==> src/rtl/tid_pkg.sv <==
`default_nettype none

package tid_pkg;

   localparam int NUM_KW     = 6;
   localparam int KW_SLOTS   = 8;
   localparam int CHAR_BITS  = 8;
   localparam int FIELD_BITS = 31;

   typedef enum logic [2:0] {
      OP_NOOP    = 3'd0,
      OP_IO      = 3'd1,
      OP_READ    = 3'd2,
      OP_WRITE   = 3'd3,
      OP_COPY    = 3'd4,
      OP_EXIT    = 3'd5,
      OP_INVALID = 3'd6
   } op_type;

   // keyword spelling, one row per keyword opcode (NOOP to EXIT), zero padded
   localparam logic [CHAR_BITS-1:0] KW_TEXT [NUM_KW][KW_SLOTS] = '{
      '{"N", "O", "_", "O", "P", 8'h00, 8'h00, 8'h00},
      '{"I", "/", "O", 8'h00, 8'h00, 8'h00, 8'h00, 8'h00},
      '{"R", "E", "A", "D", 8'h00, 8'h00, 8'h00, 8'h00},
      '{"W", "R", "I", "T", "E", 8'h00, 8'h00, 8'h00},
      '{"C", "O", "P", "Y", 8'h00, 8'h00, 8'h00, 8'h00},
      '{"E", "X", "I", "T", 8'h00, 8'h00, 8'h00, 8'h00}
   };
   localparam logic [2:0] KW_LEN [NUM_KW] = '{3'd5, 3'd3, 3'd4, 3'd5, 3'd4, 3'd4};
   localparam logic [2:0] KW_LEN_MAX = 3'd7;

   localparam logic [CHAR_BITS-1:0] CH_SPACE      = 8'h20;
   localparam logic [CHAR_BITS-1:0] CH_ZERO       = 8'h30;
   localparam logic [CHAR_BITS-1:0] CH_NINE       = 8'h39;
   localparam logic [CHAR_BITS-1:0] CH_UPPER_A    = 8'h41;
   localparam logic [CHAR_BITS-1:0] CH_UPPER_Z    = 8'h5A;
   localparam logic [CHAR_BITS-1:0] CH_UNDERSCORE = 8'h5F;
   localparam logic [CHAR_BITS-1:0] CH_SLASH      = 8'h2F;

   typedef struct packed {
      logic [CHAR_BITS-1:0] code;
      logic [3:0]           digit_val;
      logic                 is_kw;
      logic                 is_digit;
      logic                 is_space;
      logic                 last;
   } char_class_type;

   typedef struct packed {
      logic           valid;
      char_class_type data;
   } queue_xfer_type;

endpackage

`default_nettype wire

==> src/rtl/tid_if.sv <==
`default_nettype none

interface tid_req_if;
   logic       valid;
   logic       ready;
   logic [7:0] char_code;
   logic       line_end;

   modport source (output valid, output char_code, output line_end, input ready);
   modport sink (input valid, input char_code, input line_end, output ready);
endinterface

interface tid_rsp_if;
   logic        valid;
   logic        ready;
   logic [2:0]  operation;
   logic [30:0] block_time;
   logic [30:0] source_address;
   logic [30:0] destination_address;
   logic        param_missing;

   modport source (output valid, output operation, output block_time,
                   output source_address, output destination_address,
                   output param_missing, input ready);
   modport sink (input valid, input operation, input block_time,
                 input source_address, input destination_address,
                 input param_missing, output ready);
endinterface

`default_nettype wire

==> src/rtl/text_instruction_decoder.sv <==
// Text instruction decoder: one character request per cycle when ready, one response per line.
// A line's response is loaded into the output register once its last character has
// passed the queue write and then the parse step.
// Throughput: one character per cycle when the queue is not full, set by the combinational
// digit accumulator (times ten, add, saturate compare) in the back end.
// Reset (synchronous): clears parse state, queue pointers and the response valid.
`default_nettype none

module text_instruction_decoder #(
   parameter int VALUE_BITS = 31
) (
   input  wire logic clock,
   input  wire logic reset,
   tid_req_if.sink   req_bus,
   tid_rsp_if.source rsp_bus
);

   // front -> queue and queue -> back transfers
   tid_pkg::queue_xfer_type push;
   tid_pkg::queue_xfer_type pop;
   logic                    q_full;
   logic                    back_ready;

   // front: takes character requests and classifies them
   // (keyword char, digit and its value, space, line end)
   tid_front u_front (
      .req_bus (req_bus),
      .q_full  (q_full),
      .push    (push)
   );

   // two-entry queue lets the front keep accepting while the
   // response register waits on the sink
   tid_queue u_queue (
      .clock     (clock),
      .reset     (reset),
      .push      (push),
      .full      (q_full),
      .pop       (pop),
      .pop_ready (back_ready)
   );

   // back: keyword match, operand scan, saturating accumulate,
   // and the response register
   tid_back #(
      .VALUE_BITS (VALUE_BITS)
   ) u_back (
      .clock      (clock),
      .reset      (reset),
      .item       (pop),
      .item_ready (back_ready),
      .rsp_bus    (rsp_bus)
   );

endmodule

`default_nettype wire

==> src/rtl/tid_front.sv <==
`default_nettype none

module tid_front (
   tid_req_if.sink                  req_bus,
   input  wire logic                q_full,
   output tid_pkg::queue_xfer_type  push
);

   logic [tid_pkg::CHAR_BITS-1:0] code;
   logic                          is_upper;
   logic                          is_digit;

   assign code     = req_bus.char_code;
   assign is_upper = (code >= tid_pkg::CH_UPPER_A) && (code <= tid_pkg::CH_UPPER_Z);
   assign is_digit = (code >= tid_pkg::CH_ZERO) && (code <= tid_pkg::CH_NINE);

   assign req_bus.ready = !q_full;

   always_comb begin
      push.valid          = req_bus.valid && !q_full;
      push.data.code      = code;
      push.data.is_kw     = is_upper || (code == tid_pkg::CH_UNDERSCORE)
                            || (code == tid_pkg::CH_SLASH);
      push.data.is_digit  = is_digit;
      push.data.is_space  = (code == tid_pkg::CH_SPACE);
      push.data.digit_val = is_digit ? 4'(code - tid_pkg::CH_ZERO) : 4'd0;
      push.data.last      = req_bus.line_end;
   end

endmodule

`default_nettype wire

==> src/rtl/tid_queue.sv <==
`default_nettype none

module tid_queue (
   input  wire logic                    clock,
   input  wire logic                    reset,
   input  wire tid_pkg::queue_xfer_type push,
   output logic                         full,
   output tid_pkg::queue_xfer_type      pop,
   input  wire logic                    pop_ready
);

   localparam int DEPTH = 2;

   tid_pkg::char_class_type entry_ff [DEPTH];
   logic                    wr_ptr_ff, wr_ptr_in;
   logic                    rd_ptr_ff, rd_ptr_in;
   logic [1:0]              count_ff, count_in;
   logic                    do_push, do_pop;

   assign full      = (count_ff == 2'(DEPTH));
   assign pop.valid = (count_ff != 2'd0);
   assign pop.data  = entry_ff[rd_ptr_ff];

   assign do_push = push.valid && !full;
   assign do_pop  = pop.valid && pop_ready;

   always_comb begin
      wr_ptr_in = do_push ? !wr_ptr_ff : wr_ptr_ff;
      rd_ptr_in = do_pop ? !rd_ptr_ff : rd_ptr_ff;
      count_in  = count_ff + 2'(do_push) - 2'(do_pop);
   end

   always_ff @(posedge clock) begin
      if (do_push) begin
         entry_ff[wr_ptr_ff] <= push.data;
      end
      if (reset) begin
         wr_ptr_ff <= 1'b0;
         rd_ptr_ff <= 1'b0;
         count_ff  <= 2'd0;
      end else begin
         wr_ptr_ff <= wr_ptr_in;
         rd_ptr_ff <= rd_ptr_in;
         count_ff  <= count_in;
      end
   end

endmodule

`default_nettype wire

==> src/rtl/tid_back.sv <==
`default_nettype none

module tid_back #(
   parameter int VALUE_BITS = 31
) (
   input  wire logic                    clock,
   input  wire logic                    reset,
   input  wire tid_pkg::queue_xfer_type item,
   output logic                         item_ready,
   tid_rsp_if.source                    rsp_bus
);

   localparam int FB = tid_pkg::FIELD_BITS;
   localparam logic [VALUE_BITS-1:0] VALUE_MAX = {VALUE_BITS{1'b1}};

   typedef enum logic [2:0] {
      PH_SEEK, PH_SKIP1, PH_DIG1, PH_SKIP2, PH_DIG2, PH_DONE
   } phase_type;

   phase_type                          phase_ff, phase_in;
   logic [tid_pkg::NUM_KW-1:0]         match_ff, match_in;
   logic [2:0]                         len_ff, len_in;
   logic                               closed_ff, closed_in;
   logic [VALUE_BITS-1:0]              first_ff, first_in;
   logic [VALUE_BITS-1:0]              second_ff, second_in;
   logic                               first_seen_ff, first_seen_in;
   logic                               second_seen_ff, second_seen_in;

   logic                               rsp_valid_ff, rsp_valid_in;
   tid_pkg::op_type                    rsp_op_ff, rsp_op_in;
   logic [FB-1:0]                      rsp_bt_ff, rsp_bt_in;
   logic [FB-1:0]                      rsp_sa_ff, rsp_sa_in;
   logic [FB-1:0]                      rsp_da_ff, rsp_da_in;
   logic                               rsp_miss_ff, rsp_miss_in;

   logic                               take;
   tid_pkg::char_class_type            ch;
   logic [VALUE_BITS-1:0]              sat_limit [16];
   logic [VALUE_BITS-1:0]              acc_src, acc_sum, acc_out;
   tid_pkg::op_type                    op_sel;
   logic [FB+VALUE_BITS-1:0]           first_ext, second_ext;

   // saturation thresholds, one per digit value
   for (genvar g = 0; g < 16; g++) begin : g_lim
      localparam logic [VALUE_BITS-1:0] LIM =
         VALUE_BITS'((VALUE_MAX - VALUE_BITS'(g)) / 10);
      assign sat_limit[g] = LIM;
   end

   assign ch         = item.data;
   assign item_ready = !rsp_valid_ff || rsp_bus.ready;
   assign take       = item.valid && item_ready;

   // shared accumulator: second value while in its phases, else first
   assign acc_src = ((phase_ff == PH_SKIP2) || (phase_ff == PH_DIG2)) ? second_ff : first_ff;
   assign acc_sum = (acc_src << 3) + (acc_src << 1) + VALUE_BITS'(ch.digit_val);
   assign acc_out = (acc_src > sat_limit[ch.digit_val]) ? VALUE_MAX : acc_sum;

   always_comb begin
      phase_in       = phase_ff;
      match_in       = match_ff;
      len_in         = len_ff;
      closed_in      = closed_ff;
      first_in       = first_ff;
      second_in      = second_ff;
      first_seen_in  = first_seen_ff;
      second_seen_in = second_seen_ff;
      rsp_valid_in   = rsp_valid_ff && !rsp_bus.ready;
      rsp_op_in      = rsp_op_ff;
      rsp_bt_in      = rsp_bt_ff;
      rsp_sa_in      = rsp_sa_ff;
      rsp_da_in      = rsp_da_ff;
      rsp_miss_in    = rsp_miss_ff;
      op_sel         = tid_pkg::OP_INVALID;
      first_ext      = '0;
      second_ext     = '0;

      if (take) begin
         // keyword run
         if (!closed_ff) begin
            if (ch.is_kw) begin
               for (int k = 0; k < tid_pkg::NUM_KW; k++) begin
                  if ((len_ff >= tid_pkg::KW_LEN[k])
                      || (tid_pkg::KW_TEXT[k][len_ff] != ch.code)) begin
                     match_in[k] = 1'b0;
                  end
               end
               if (len_ff != tid_pkg::KW_LEN_MAX) begin
                  len_in = len_ff + 3'd1;
               end
            end else begin
               closed_in = 1'b1;
            end
         end

         // operand scan
         case (phase_ff)
            PH_SEEK: begin
               if (ch.is_space) phase_in = PH_SKIP1;
            end
            PH_SKIP1: begin
               if (ch.is_digit) begin
                  first_in      = acc_out;
                  first_seen_in = 1'b1;
                  phase_in      = PH_DIG1;
               end else if (!ch.is_space) begin
                  phase_in = PH_DONE;
               end
            end
            PH_DIG1: begin
               if (ch.is_digit) first_in = acc_out;
               else phase_in = ch.is_space ? PH_SKIP2 : PH_DONE;
            end
            PH_SKIP2: begin
               if (ch.is_digit) begin
                  second_in      = acc_out;
                  second_seen_in = 1'b1;
                  phase_in       = PH_DIG2;
               end else if (!ch.is_space) begin
                  phase_in = PH_DONE;
               end
            end
            PH_DIG2: begin
               if (ch.is_digit) second_in = acc_out;
               else phase_in = PH_DONE;
            end
            default: begin
            end
         endcase

         if (ch.last) begin
            if (len_in != 3'd0) begin
               for (int k = tid_pkg::NUM_KW - 1; k >= 0; k--) begin
                  if (match_in[k] && (tid_pkg::KW_LEN[k] == len_in)) begin
                     op_sel = tid_pkg::op_type'(k);
                  end
               end
            end
            first_ext    = {{FB{1'b0}}, first_in};
            second_ext   = {{FB{1'b0}}, second_in};
            rsp_valid_in = 1'b1;
            rsp_op_in    = op_sel;
            rsp_bt_in    = '0;
            rsp_sa_in    = '0;
            rsp_da_in    = '0;
            rsp_miss_in  = 1'b0;
            case (op_sel)
               tid_pkg::OP_IO: begin
                  rsp_bt_in   = first_ext[FB-1:0];
                  rsp_miss_in = !first_seen_in;
               end
               tid_pkg::OP_READ: begin
                  rsp_sa_in   = first_ext[FB-1:0];
                  rsp_miss_in = !first_seen_in;
               end
               tid_pkg::OP_WRITE: begin
                  rsp_da_in   = first_ext[FB-1:0];
                  rsp_miss_in = !first_seen_in;
               end
               tid_pkg::OP_COPY: begin
                  rsp_da_in   = first_ext[FB-1:0];
                  rsp_sa_in   = second_ext[FB-1:0];
                  rsp_miss_in = !(first_seen_in && second_seen_in);
               end
               default: begin
               end
            endcase
            // line done: back to the start-of-line state
            phase_in       = PH_SEEK;
            match_in       = '1;
            len_in         = 3'd0;
            closed_in      = 1'b0;
            first_in       = '0;
            second_in      = '0;
            first_seen_in  = 1'b0;
            second_seen_in = 1'b0;
         end
      end
   end

   always_ff @(posedge clock) begin
      rsp_op_ff   <= rsp_op_in;
      rsp_bt_ff   <= rsp_bt_in;
      rsp_sa_ff   <= rsp_sa_in;
      rsp_da_ff   <= rsp_da_in;
      rsp_miss_ff <= rsp_miss_in;
      if (reset) begin
         phase_ff       <= PH_SEEK;
         match_ff       <= '1;
         len_ff         <= 3'd0;
         closed_ff      <= 1'b0;
         first_ff       <= '0;
         second_ff      <= '0;
         first_seen_ff  <= 1'b0;
         second_seen_ff <= 1'b0;
         rsp_valid_ff   <= 1'b0;
      end else begin
         phase_ff       <= phase_in;
         match_ff       <= match_in;
         len_ff         <= len_in;
         closed_ff      <= closed_in;
         first_ff       <= first_in;
         second_ff      <= second_in;
         first_seen_ff  <= first_seen_in;
         second_seen_ff <= second_seen_in;
         rsp_valid_ff   <= rsp_valid_in;
      end
   end

   assign rsp_bus.valid               = rsp_valid_ff;
   assign rsp_bus.operation           = rsp_op_ff;
   assign rsp_bus.block_time          = rsp_bt_ff;
   assign rsp_bus.source_address      = rsp_sa_ff;
   assign rsp_bus.destination_address = rsp_da_ff;
   assign rsp_bus.param_missing       = rsp_miss_ff;

   a_last_gives_rsp: assert property (@(posedge clock) disable iff (reset)
      take && ch.last |=> rsp_valid_ff)
      else $error("line end taken but no response loaded");

   a_last_clears_state: assert property (@(posedge clock) disable iff (reset)
      take && ch.last |=> (phase_ff == PH_SEEK) && !closed_ff && (len_ff == 3'd0)
                          && !first_seen_ff && !second_seen_ff)
      else $error("parse state not cleared after line end");

   a_miss_needs_operand_op: assert property (@(posedge clock) disable iff (reset)
      rsp_valid_ff && rsp_miss_ff |-> (rsp_op_ff == tid_pkg::OP_IO)
         || (rsp_op_ff == tid_pkg::OP_READ) || (rsp_op_ff == tid_pkg::OP_WRITE)
         || (rsp_op_ff == tid_pkg::OP_COPY))
      else $error("missing parameter flagged on an operation without operands");

   a_no_operand_zero: assert property (@(posedge clock) disable iff (reset)
      rsp_valid_ff && ((rsp_op_ff == tid_pkg::OP_NOOP) || (rsp_op_ff == tid_pkg::OP_EXIT)
         || (rsp_op_ff == tid_pkg::OP_INVALID))
      |-> (rsp_bt_ff == '0) && (rsp_sa_ff == '0) && (rsp_da_ff == '0))
      else $error("operand fields nonzero for an operation without operands");

   a_no_drop: assert property (@(posedge clock) disable iff (reset)
      rsp_valid_ff && !rsp_bus.ready |=> rsp_valid_ff)
      else $error("pending response dropped");

endmodule

`default_nettype wire
==> src/flat_wrapper.sv <==
// flat-port wrapper written by rule: the top's interface ports become plain ports
module text_instruction_decoder_flat 
#(
   parameter int VALUE_BITS = 31
)
  (clock, reset, req_bus_valid, req_bus_char_code, req_bus_line_end, req_bus_ready, rsp_bus_valid, rsp_bus_operation, rsp_bus_block_time, rsp_bus_source_address, rsp_bus_destination_address, rsp_bus_param_missing, rsp_bus_ready);
  tid_req_if req_bus_i ();
  tid_rsp_if rsp_bus_i ();
  input  wire logic clock;
  input  wire logic reset;
  input wire logic [$bits(req_bus_i.valid)-1:0] req_bus_valid;
  input wire logic [$bits(req_bus_i.char_code)-1:0] req_bus_char_code;
  input wire logic [$bits(req_bus_i.line_end)-1:0] req_bus_line_end;
  output wire logic [$bits(req_bus_i.ready)-1:0] req_bus_ready;
  output wire logic [$bits(rsp_bus_i.valid)-1:0] rsp_bus_valid;
  output wire logic [$bits(rsp_bus_i.operation)-1:0] rsp_bus_operation;
  output wire logic [$bits(rsp_bus_i.block_time)-1:0] rsp_bus_block_time;
  output wire logic [$bits(rsp_bus_i.source_address)-1:0] rsp_bus_source_address;
  output wire logic [$bits(rsp_bus_i.destination_address)-1:0] rsp_bus_destination_address;
  output wire logic [$bits(rsp_bus_i.param_missing)-1:0] rsp_bus_param_missing;
  input wire logic [$bits(rsp_bus_i.ready)-1:0] rsp_bus_ready;
  assign req_bus_i.valid = req_bus_valid;
  assign req_bus_i.char_code = req_bus_char_code;
  assign req_bus_i.line_end = req_bus_line_end;
  assign req_bus_ready = req_bus_i.ready;
  assign rsp_bus_valid = rsp_bus_i.valid;
  assign rsp_bus_operation = rsp_bus_i.operation;
  assign rsp_bus_block_time = rsp_bus_i.block_time;
  assign rsp_bus_source_address = rsp_bus_i.source_address;
  assign rsp_bus_destination_address = rsp_bus_i.destination_address;
  assign rsp_bus_param_missing = rsp_bus_i.param_missing;
  assign rsp_bus_i.ready = rsp_bus_ready;
  text_instruction_decoder #(.VALUE_BITS(VALUE_BITS)) u_core (.clock(clock), .reset(reset), .req_bus(req_bus_i), .rsp_bus(rsp_bus_i));
endmodule
==> config.mk <==
export PLATFORM = sky130hd
export DESIGN_NAME = text_instruction_decoder_flat
export DESIGN_NICKNAME = d
export VERILOG_FILES = /design/src/rtl/tid_pkg.sv /design/src/rtl/tid_if.sv /design/src/rtl/text_instruction_decoder.sv /design/src/rtl/tid_front.sv /design/src/rtl/tid_queue.sv /design/src/rtl/tid_back.sv /design/src/flat_wrapper.sv
export SDC_FILE = /design/constraint.sdc
export NUM_CORES = 1
export LEC_CHECK = 0
export BUFFER_PORTS_ARGS = -buffer_cell sky130_fd_sc_hd__buf_2
export CORE_UTILIZATION = 50
export DETAILED_ROUTE_END_ITERATION = 7
export PLACE_DENSITY = 0.71
export SYNTH_ARGS = -nofsm -noshare
export SYNTH_HDL_FRONTEND = slang
export SYNTH_SLANG_ARGS = --single-unit
==> constraint.sdc <==
create_clock -name clock -period 10.5 [get_ports clock]
set_clock_uncertainty 0.15 [all_clocks]
set_input_delay 1.575 -clock clock [delete_from_list [all_inputs] [get_ports clock]]
set_output_delay 1.575 -clock clock [all_outputs]
set_load 0.1 [all_outputs]
==> results of run 1 <==
## worst register-to-register path: stages, from the launching register on
cell	delay (ps)
sky130_fd_sc_hd__dfxtp_1	640
sky130_fd_sc_hd__nor3b_2	250
sky130_fd_sc_hd__nor2_2	960
sky130_fd_sc_hd__mux2i_1	330
sky130_fd_sc_hd__inv_1	100
sky130_fd_sc_hd__fa_1	500
sky130_fd_sc_hd__fa_1	470
sky130_fd_sc_hd__a21o_1	200
sky130_fd_sc_hd__a221o_1	300
sky130_fd_sc_hd__o21a_1	210
sky130_fd_sc_hd__a221o_1	380
sky130_fd_sc_hd__nand2_1	90
sky130_fd_sc_hd__nor4_1	60
sky130_fd_sc_hd__nor4_2	830
sky130_fd_sc_hd__mux2_2	350
sky130_fd_sc_hd__o21ai_0	90
## layout by cell type, fill, tap and decap left out, types with 8 or more instances in the layout
cell type                     n
sky130_fd_sc_hd__o21a_1      14
sky130_fd_sc_hd__o32ai_1      8
sky130_fd_sc_hd__or3_1       13
sky130_fd_sc_hd__o22ai_1     21
sky130_fd_sc_hd__buf_2      111
sky130_fd_sc_hd__xor2_1      16
sky130_fd_sc_hd__mux2_2       9
sky130_fd_sc_hd__and2_1      12
sky130_fd_sc_hd__a21oi_1     59
sky130_fd_sc_hd__clkbuf_16   23
sky130_fd_sc_hd__nor3_1      25
sky130_fd_sc_hd__buf_4        9
sky130_fd_sc_hd__nor2_1     198
sky130_fd_sc_hd__edfxtp_1   129
sky130_fd_sc_hd__nand2_1    155
sky130_fd_sc_hd__inv_1       17
sky130_fd_sc_hd__nand2b_1    20
sky130_fd_sc_hd__nand4_1      9
sky130_fd_sc_hd__o211ai_1     9
sky130_fd_sc_hd__nand3_1     14
sky130_fd_sc_hd__o21ai_1      9
sky130_fd_sc_hd__o21ai_0     86
sky130_fd_sc_hd__a211o_1     15
sky130_fd_sc_hd__a211oi_1    12
sky130_fd_sc_hd__nor2b_1     15
sky130_fd_sc_hd__mux2i_1     26
sky130_fd_sc_hd__a21o_1      23
sky130_fd_sc_hd__xnor2_1     27
sky130_fd_sc_hd__and3_1      10
sky130_fd_sc_hd__dfxtp_1     83
sky130_fd_sc_hd__ha_1        68
## per-layer routing
| layer | up-vias | wire (um) |
|---|---|---|
| li1 | 4870 | - |
| met4 | 0 | 562 |
| met2 | 501 | 13300 |
| met3 | 32 | 2976 |
| met5 | - | 0 |
| met1 | 4780 | 15650 |
## cells by family after synthesis
family,synth area share (%)
simple gates,18.86
flops,45.52
fa+ha+maj,7.326
buf+inv,3.097
mux,3.344
xor+xnor,3.097
compound gates,18.76
## registers in the layout, indices dropped and copies added (netlist names), 2 cells and up, named ones only
name / count
u_core.u_back.first_ff: 31
u_core.u_back.len_ff: 3
u_core.u_back.match_ff: 6
u_core.u_back.phase_ff: 3
u_core.u_back.rsp_bus.block_time: 31
u_core.u_back.rsp_bus.destination_address: 31
u_core.u_back.rsp_bus.operation: 3
u_core.u_back.rsp_bus.source_address: 31
u_core.u_back.second_ff: 31
u_core.u_queue.count_ff: 2
u_core.u_queue.entry_ff: 32
## per-stage QoR
stage / instance area [sq um] / utilization, % / power, mW
final: 13590 / 57.38 / 3.379
after global routing: 13590 / 57.38 / 3.516
after CTS: 13590 / 57.38 / 3.366
after detailed placement: 12900 / 54.48 / 2.637
after global placement: 12900 / 54.48 / 2.620
after floorplan: 12160 / - / 2.343
## final cells by class
| cell class | count | area [sq um] | area share, % |
|---|---|---|---|
| inverter | 19 | 72.57 | 0.5341 |
| clock buffer | 31 | 626.9 | 4.613 |
| sequential | 212 | 5535 | 40.74 |
| clock inverter | 6 | 58.81 | 0.4328 |
| tap | 319 | 399.1 | 2.937 |
| multi-input combinational | 992 | 6272 | 46.16 |
| timing repair buffer | 120 | 623.1 | 4.586 |
## how the worst max path moves through the flow
stage	endpoint	cells after the start	slack [ps]	startpoint
after floorplan	u_core.u_back.first_ff[0]	10	5080	rsp_bus_ready
after global placement	u_core.u_back.second_ff[4]	11	4060	rsp_bus_ready
after detailed placement	u_core.u_back.second_ff[22]	10	3770	rsp_bus_ready
after CTS	u_core.u_back.second_ff[14]	11	4190	rsp_bus_ready
after global routing	u_core.u_back.second_ff[14]	11	3560	rsp_bus_ready
final	u_core.u_back.second_ff[14]	11	4100	rsp_bus_ready
## power by group
group | switching [mW] | internal (mW)
combinational | 1.22 | 0.298
clock | 0.301 | 0.440
sequential | 0.0756 | 1.05
total | 1.59 | 1.79
==> run summary, run 1 <==
The run finished with clean final reports. The worst hold path passes through 2 cells. The tightest hold path in the finished design has a slack of 323.9 ps. Counting instances in the post-synthesis netlist gives the leading cell types as sky130_fd_sc_hd__nor2_1 (199), sky130_fd_sc_hd__nand2_1 (155), sky130_fd_sc_hd__edfxtp_1 (129).

The floorplan step defined a core boundary enclosing 23680 sq um. Along the worst path, the maximum fanout reaches 46. Number of nets still failing antenna checks after routing: 0.

The share of the Yosys chip area taken by registers is 45.52%. The number of setup buffers added after CTS is 0. The critical path goes through buf_2, nand2b_1, o21ai_1, clkinv_1, nand2_1, clkinv_2, nor2_1, nand2_1, o22ai_1, nand2_1, o21ai_0.

The post-synthesis instance area was 12160 sq um; the number of buffer and inverter instances along the worst setup path was 3. By area the synthesized netlist is led by sky130_fd_sc_hd__edfxtp_1 (32%), sky130_fd_sc_hd__dfxtp_1 (14%), sky130_fd_sc_hd__ha_1 (7.0%). Synthesis warning total: 0. After clock tree synthesis, the clock-pin slew on the worst setup and hold paths is 60 ps.

The cell with the most instances after synthesis is sky130_fd_sc_hd__nor2_1. The most numerous cell on the critical path is sky130_fd_sc_hd__nand2_1. The area share of the largest cell type after synthesis is 31.86%.

The tools report the startpoint class of the critical path as an input port. The tools report the leakage power as 5.322 nW. For this design, the slowest cell found on the critical path is sky130_fd_sc_hd__o22ai_1. Pin placement for this block handled 112 I/O pins. In this run the worst hold path is classified as reg -> reg. The wire-length estimate of the detail-placed layout is 24270 um.

In this run the most critical hold path is launched from u_core.u_back.match_ff[5]. Setup total negative slack on the finished layout was measured at 0 ps. The clock latency at the later pin of the worst-skew pair was 500 ps. The worst register-to-register path ends at u_core.u_back.rsp_bus.source_address[30]. The flop-to-flop setup slack came out at 4320 ps.

The cell accounting for the most synthesized area was sky130_fd_sc_hd__edfxtp_1. Dividing the detail-routed via count by the number of cells gives 5.994. The cell family contributing the most delay on the critical path is simple AND/OR/NAND/NOR gates.

Wires add up to 32490 um. The die covers 24950 sq um. The number of buffers added by the clock tree synthesis step is 21. STA classifies the critical path endpoint as a flop. The number of distinct library cell variants in the gate-level netlist after synthesis came out at 85. In this run the critical register-to-register path is launched from u_core.u_back.phase_ff[1]. The row count was 56. In the routed design, unresolved DRC markers number 0. Count of placed standard cells in the final layout, fillers left out: 1699. The least setup slack across all paths after layout was 4103 ps; the total of endpoints with negative setup slack in the final report was 0. The DRC violation total after the first TritonRoute iteration is 969, and the first-pass iteration count of the detailed router is 5. Quantity of I/O buffers inserted on ports: 111. The fraction of met2 tracks used by global routing is 36.88%, and the first-pass GRT wire length is 50110 um. The tools report the hold-critical path endpoint as u_core.u_back.match_ff[5]. The clock sink count is 212. The tools report the clock root buffer as sky130_fd_sc_hd__clkbuf_16. After layout, the worst path uses 60.92% of the clock period. Primary flip-flop cell chosen by synthesis mapping: sky130_fd_sc_hd__edfxtp_1. The logs give 6630 ps for the arrival time at the worst endpoint and 0 for the antenna diode instance count. The number of resized instances in the post-cts repair step was 0; the horizontal die dimension was 158.0 um. CTS H-tree depth: 1. The initial cell density of the core was 51.35%; the number of filler cells placed in the layout was 2070.

The type of the worst setup path is in -> reg. From synthesis to final layout, the design area changed by 11.74%. Measured in cells, the most critical reg-to-reg path has a length of 15.

The worst-case IR drop observed on VDD is 0.2231 mV. Counting flops with a built-in enable in the synthesized netlist gives 129. The number of max-slew violations in the final report is 0. For the number of antenna violations at the first check in global routing, the log shows 0.

In the final layout, the share of cells above drive strength 1 is 13.77%. Counting along the longest clock path gives a buffer depth of 3. The final hold violation count is 0. The congestion estimate from routability-driven global placement came to 0.9278. The logs give 16.87% for the worst max-slew margin expressed relative to the limit and 54 for the pin count of the biggest net entering global routing. Global routing used 41.34% of the available met1 tracks. Dividing the synthesized area by the synthesized cell count gives 9.434 sq um.

The logs give 0 for the aggregate global routing overflow and 1662 for the number of instances in the placed design. Number of buffers added to fix hold violations after cts: 0. The actual slew at the worst max-slew pin works out to 1237 ps. Setup repair after global routing left no endpoint under its margin.

The max capacitance violation total is 0, and the ratio of total power to cell area is 248.7 nW/um^2. The delay of the slowest cell on the worst path was 1010 ps; the shortest period the worst path allows was 6397 ps. TritonCTS built the clock tree. For the cell count after synthesis, the log shows 1289.

The final route contains 10183 vias. For this run, asynchronously set or reset flops after synthesis account for 0%. The synthesis-stage register bit count was 212. The busiest metal layer after global routing is met1.

The post-layout net count was 1449; the minimum setup slack after placement was 3767 ps. The die is 158.0 um tall. Global routing consumed, over all layers together, 25.89% of the routing resources. The tools report the number of global-route vias before repair as 8932. Dividing the detail-routed wire length by the instance count gives 19.12 um. For this run, the top clock speed supported by timing is 156.3 MHz. The number of nets in the synthesized netlist is 1372.

For met3 alone, demand over resource in global routing was 3.148%. The run gives 10730 ps as the required time at the endpoint of the critical path.
(Power assumes the default switching activity.)
==> run 2, diff against run 1 <==
- PLACE_DENSITY: 0.71 -> 0.74
- clock period: 10.5 -> 5.5 ns (I/O delays scaled with it)
==> run 2 against run 1 <==
Sequential power grew 91%; die area is the same; largest power group unchanged; design area grew 1.0%; count of clock-buffer cells in the layout shrank 3; sequential share of layout area shrank 0.41 points; power grew 94%; combinational power grew 95%; register-to-register slack lost 4000 ps; global-route usage grew 0.59 points; non-clock buffer count grew 14; worst hold slack is essentially flat.
==> run summary, run 2 (synthesis gave the netlist of run 1 again) <==
The tools report the final hold violation count as 0. For the number of nets still failing antenna checks after routing, the log shows 0. TritonCTS built the clock tree.

By startpoint and endpoint, the worst setup path is classified as reg -> reg. At the end of the flow, the number of nets in the layout was 1464. The register with the most flip-flops in the layout has 32 of them. Global routing consumed, over all layers together, 26.48% of the routing resources. Setup violations remaining at the end of the flow were counted as 0. The maximum vdd drop came out at 0.3505 mV. Termination of the worst setup path: u_core.u_back.rsp_bus.source_address[26].

Measured in cells, the most critical reg-to-reg path has a length of 17. The flow ran to the end, and the final reports show no timing, DRC or antenna violations. The detail-routed net length per standard cell is 19.45 um.

In this run the worst path has a maximum fanout of 26. The run gives 0 as the aggregate global routing overflow. The start point of the critical path is u_core.u_back.phase_ff[0]. The maximum clock rate is 194.5 MHz, and the arrival time at the worst endpoint is 5320 ps. STA classifies the critical path endpoint as a flop. Total power of the final layout: 6.565 mW. The floorplan has 56 rows. Setup repair after global routing left no endpoint under its margin.

Ratio of total power to cell area: 478.2 nW/um^2. The fraction of layout cells with a size suffix above 1 was 14.68%; the count of cells along the worst hold path was 2. The library cells used most frequently in the layout, excluding fill and tap cells, are sky130_fd_sc_hd__nor2_1 (198), sky130_fd_sc_hd__nand2_1 (155), sky130_fd_sc_hd__edfxtp_1 (129), sky130_fd_sc_hd__buf_2 (111), sky130_fd_sc_hd__o21ai_0 (86). The startpoint identified for the worst register-to-register timing path is u_core.u_back.phase_ff[0].

The number of max-slew violations in the final report is 0, and the DRC violation total after the first TritonRoute iteration is 1241. The count of boundary I/O pins was 112. Summed over all nets, the half-perimeter wirelength after detailed placement is 24590 um. For the worst-skew pair, the clock arrives at the later sink with an insertion delay of 510 ps. The maximum clock path buffer count is 3. The run gives 22 as the number of buffers added by the clock tree synthesis step. Measured against its own limit, the worst slew margin works out to 20.43%. The setup check on the worst reg-to-reg path leaves a slack of 360 ps. The tools report the CTS H-tree depth as 1. The first TritonRoute pass finished after 5 iterations. Summed over all layers, the routed wires come to 33360 um.

For the number of vias in the routed layout, the log shows 10368. The initial utilization of the core area, before any placement, comes to 51.35%. At the pin with the least slew margin, the transition time is 1184 ps. The run gives 212 as the clock sink count. The reg-to-reg critical path endpoint is u_core.u_back.rsp_bus.source_address[26]. The area of the die was 24950 sq um; the weighted congestion reported at the end of routability-driven placement was 0.9538. Counting flops per register, the top entry is u_core.u_queue.entry_ff. After clock tree synthesis, the clock-pin slew on the worst setup and hold paths is 60 ps. The tools report the number of antenna violations at the first check in global routing as 0. Class of the worst hold path: reg -> reg. The horizontal die dimension works out to 158.0 um. The area growth from synthesis to layout is 12.89%. Number of vias per cell after detailed routing: 6.045. The tools report the number of global-route vias before repair as 9275.

The tree is rooted in a sky130_fd_sc_hd__clkbuf_16. For the finished layout, the period the worst path requires is 5141 ps. The repair_antennas step left the layout with diodes totalling 0. The max capacitance violation total was 0; the quantity of I/O buffers inserted on ports was 111. In the routed design, unresolved DRC markers number 0.

The first-pass GRT wire length is 51180 um. Leaving out fill and tap cells, the most frequent cell in the layout is sky130_fd_sc_hd__nor2_1. For this design the static power due to leakage is 5.401 nW. The required time at the endpoint of the critical path came out at 5680 ps. The tools report the startpoint class of the critical path as a flop. The run gives 23680 sq um as the floorplan core area. For the setup TNS after final layout, the log shows 0 ps. Measured along the y axis, the die boundary spans 158.0 um. Entering global routing, the biggest net connects 81 pins.

After layout, the worst path uses 93.47% of the clock period.
==> run 2: cell count changes in the layout (fill, tap and decap cells not counted), sizes merged <==
| cell | delta |
|---|---|
| clkinv | +4 |
| clkbuf | -3 |
| bufinv | +1 |
| buf | +14 |
==> run 2: worst min path at each step <==
stage,start,end,slack (ps)
CTS,u_core.u_back.second_seen_ff,u_core.u_back.second_seen_ff,330
global placement,u_core.u_back.match_ff[3],u_core.u_back.match_ff[3],300
finish,u_core.u_back.match_ff[3],u_core.u_back.match_ff[3],320
detailed placement,u_core.u_back.second_seen_ff,u_core.u_back.second_seen_ff,310
global route,u_core.u_back.match_ff[5],u_core.u_back.match_ff[5],350
floorplan,u_core.u_back.match_ff[3],u_core.u_back.match_ff[3],280
==> run 2: what timing repair did <==
action                     CTS  global route
setup endpoints to repair    0            16
gates resized for setup      0             2
hold buffers                 0             0
setup buffers                0             0
==> run 2: final cells by class <==
cell class | count | area [sq um]
repair buffers | 134 | 728.2
flip-flops and latches | 212 | 5537
inverters | 19 | 72.57
clock inverters | 11 | 122.6
fillers | 2039 | 9955
clock buffers | 28 | 594.3
well taps | 319 | 399.1
multi-input cells | 992 | 6275
==> run 2: where the power goes <==
part	total, mW	switching, mW	internal (mW)
registers	2.14	0.141	2.00
clock network	1.47	0.608	0.866
logic	2.95	2.35	0.601
total	6.57	3.10	3.47
==> run 2: worst max-delay path, cell delays in order, from the launching register on <==
cell and delay [ps]:
sky130_fd_sc_hd__dfxtp_1 570, sky130_fd_sc_hd__nor3b_2 110, sky130_fd_sc_hd__nor2_2 180, sky130_fd_sc_hd__buf_4 330, sky130_fd_sc_hd__nand2_1 90, sky130_fd_sc_hd__nand2_1 120, sky130_fd_sc_hd__ha_1 250, sky130_fd_sc_hd__ha_1 230
sky130_fd_sc_hd__fa_1 410, sky130_fd_sc_hd__a21o_1 210, sky130_fd_sc_hd__a221o_1 340, sky130_fd_sc_hd__o21a_1 220, sky130_fd_sc_hd__a221oi_1 440, sky130_fd_sc_hd__o21ai_0 250, sky130_fd_sc_hd__a41oi_1 310, sky130_fd_sc_hd__xnor2_1 290
sky130_fd_sc_hd__nor2_1 190, sky130_fd_sc_hd__o32ai_1 290
==> run 2: metal layers <==
metal,global-route usage (%),up-vias,wire length (um)
li1,-,4904,-
met1,40.14,4861,15040
met3,3.887,32,3886
met5,0,-,0
met4,6.914,0,510
met2,39.08,571,13920
==> run 2: stage by stage <==
stage	utilization [%]	cells	hold WS, ps	area, sq um	worst slack, ps
final	57.97	1715	324.2	13730	359.4
after global routing	57.97	1715	345.8	13730	61.74
after CTS	57.95	1715	326.0	13720	277.2
after detailed placement	54.92	1676	307.7	13010	283.3
after global placement	54.92	1676	304.5	13010	406.6
after floorplan	-	1289	282.0	12160	640.8
==> run 3, diff against run 2 <==
- CORE_UTILIZATION: 50 -> 55
- PLACE_DENSITY: 0.74 -> 0.8
==> run 3 against run 2 <==
Largest power group unchanged; sequential share of layout area grew 0.13 points; worst hold slack gained 8.4 ps; critical path type unchanged; flip-flop and latch count is the same; sequential power is essentially flat; die area shrank 9.0%.
==> run summary, run 3 (synthesis gave the netlist of run 1 again) <==
At the end of routability-driven placement, the weighted congestion stood at 0.9864. The number of buffer and inverter instances along the worst setup path works out to 1. The post-layout net count came out at 1465. The critical path in this run is classified as reg -> reg.

The floorplan step set the die height to 150.7 um. Clock latency at the later pin of the worst-skew pair: 500 ps. The logs give 0 for the aggregate global routing overflow and 9393 for the number of global-route vias before repair.

Setup repair after global routing left no endpoint under its margin. In this run the static leakage power is 5.405 nW. Number of design rule violations left after detail routing: 0. The first global-routing pass estimated 52070 um of wire. The shortest period the worst path allows works out to 5161 ps. Across all layers, the routed design uses 10706 vias. For the number of buffers added to fix hold violations after cts, the log shows 0. Maximum vdd drop: 0.3525 mV. For the number of buffers added by the clock tree synthesis step, the log shows 22. The biggest fanout along the worst timing path came out at 16. TritonCTS built the clock tree.

The run gives 1 as the CTS H-tree depth. Clock tree synthesis selected as its root buffer the cell sky130_fd_sc_hd__clkbuf_16. On the final layout, the worst hold slack is 332.6 ps. The initial utilization of the core area, before any placement, comes to 55.89%. The flip-flop count of the largest register after layout works out to 32.

Most frequent standard cell in the layout excluding fill and tap cells: sky130_fd_sc_hd__nor2_1. For this design the ratio of total power to cell area is 483.3 nW/um^2. For this design, the slowest cell found on the critical path is sky130_fd_sc_hd__nor4_2. For the pin with the worst max-slew slack, the measured transition is 1084 ps. The number of max-slew violations in the final report was 0. Relative to the synthesized area, the layout overhead comes to 12.54%. In this run the deepest clock path goes through 3 buffers. The maximum clock rate was 193.8 MHz.

The run finished with clean final reports. Broken down by cell family, the worst path's largest delay share belongs to simple AND/OR/NAND/NOR gates. The floorplan core area was 21760 sq um; the required time at the endpoint of the critical path was 5590 ps. The pin count of the biggest net entering global routing was 89. The fraction of layout cells with a size suffix above 1 is 14.81%, and the setup TNS after final layout is 0 ps.

STA classifies the critical path startpoint as a flop. The repair_antennas step left the layout with diodes totalling 0. The quantity of I/O buffers inserted on ports works out to 111. Setup violations remaining at the end of the flow were counted as 0.

Using the TritonRoute via totals, the vias-per-cell ratio works out to 6.380. From left edge to right edge, the die measures 150.7 um. In this design, the stage delay of the slowest critical-path cell is 710 ps. The period utilization is 93.84%. The die covers 22710 sq um. In the global route stage, overall resource usage came out at 29.76%. The clock edge transition at the registers on the reported setup and hold paths was 70 ps. Class of the worst hold path: reg -> reg. The detail-routed net length per standard cell works out to 20.53 um. In the layout the commonest cells are sky130_fd_sc_hd__nor2_1 (198), sky130_fd_sc_hd__nand2_1 (155), sky130_fd_sc_hd__edfxtp_1 (129), sky130_fd_sc_hd__buf_2 (111), sky130_fd_sc_hd__o21ai_0 (86). STA classifies the critical path endpoint as a flop.

The first-pass iteration count of the detailed router was 6; the max capacitance violation total was 0. The number of nets still failing antenna checks after routing is 0, and the count of boundary I/O pins is 112. The tools report the post-CTS repair timing setup buffer count as 0.

The worst max-slew margin expressed relative to the limit was 27.71%. The number of antenna violations at the first check in global routing was 0; the arrival time at the worst endpoint was 5250 ps. The largest register by flop count is u_core.u_queue.entry_ff.

The HPWL after detailed placement is 24750 um. Summed over all layers, the routed wires come to 34440 um. The critical path goes through nor3b_2, nor2_2, mux2i_1, inv_1, fa_1, fa_1, a21o_1, a221o_1, o21a_1, a221o_1, nand2_1, nor4_1, nor4_2, mux2_2, o21ai_0. The final hold violation count is 0.

The logs give 340 ps for the flop-to-flop setup slack and 1332 for the DRC violation total after the first TritonRoute iteration. The clock sink count is 212, and the row count is 54.
[run 3: per-stage QoR]
step	cells	total power [mW]	worst slack [ps]	utilization (%)	cell area (sq um)
3_5_place_dp	1638	5.085	369.3	59.60	12970
2_1_floorplan	1289	4.474	640.8	-	12160
3_3_place_gp	1638	5.028	451.8	59.60	12970
6_report	1678	6.614	338.9	62.91	13690
5_1_grt	1678	6.848	43.59	62.91	13690
4_1_cts	1678	6.556	322.3	62.88	13680
[run 3: worst min-delay path, cell delays in order (launching register included)]
cell and delay [ps]:
sky130_fd_sc_hd__dfxtp_1 330, sky130_fd_sc_hd__nand2_1 60, sky130_fd_sc_hd__nand2_1 50
[run 3: worst paths after layout]
kind,cells after the start,startpoint,endpoint
worst max-delay path,15,u_core.u_back.phase_ff[1],u_core.u_back.rsp_bus.source_address[30]
worst min-delay path,2,u_core.u_back.match_ff[3],u_core.u_back.match_ff[3]
worst max register to register,15,u_core.u_back.phase_ff[1],u_core.u_back.rsp_bus.source_address[30]
worst min register to register,2,u_core.u_back.match_ff[3],u_core.u_back.match_ff[3]
[run 3: power by group]
part | total (mW) | internal [mW] | switching, mW
Clock | 1.49 | 0.877 | 0.608
Combinational | 2.97 | 0.600 | 2.37
Sequential | 2.16 | 2.01 | 0.156
[run 3: per-layer routing]
metal / up-vias / share of wire [%] / track usage (%)
met5: - / 0 / 0
met4: 0 / 2.9 / 9.100
met3: 77 / 12 / 4.485
met2: 677 / 42 / 42.65
met1: 5043 / 43 / 45.74
li1: 4909 / - / -
[run 3: area by class of cell]
type                            count  area, sq um
Fill cell                        1755         8070
Multi-Input combinational cell    992         6277
Sequential cell                   212         5537
Timing Repair Buffer              135        735.7
Clock buffer                       31        616.8
Tap cell                          280        350.3
Clock inverter                      9        96.34
Inverter                           19        72.57
[run 3: repair_timing]
action,in CTS,in global routing
endpoints found under the hold margin,0,0
setup endpoints to repair,0,4
resized for setup,0,3
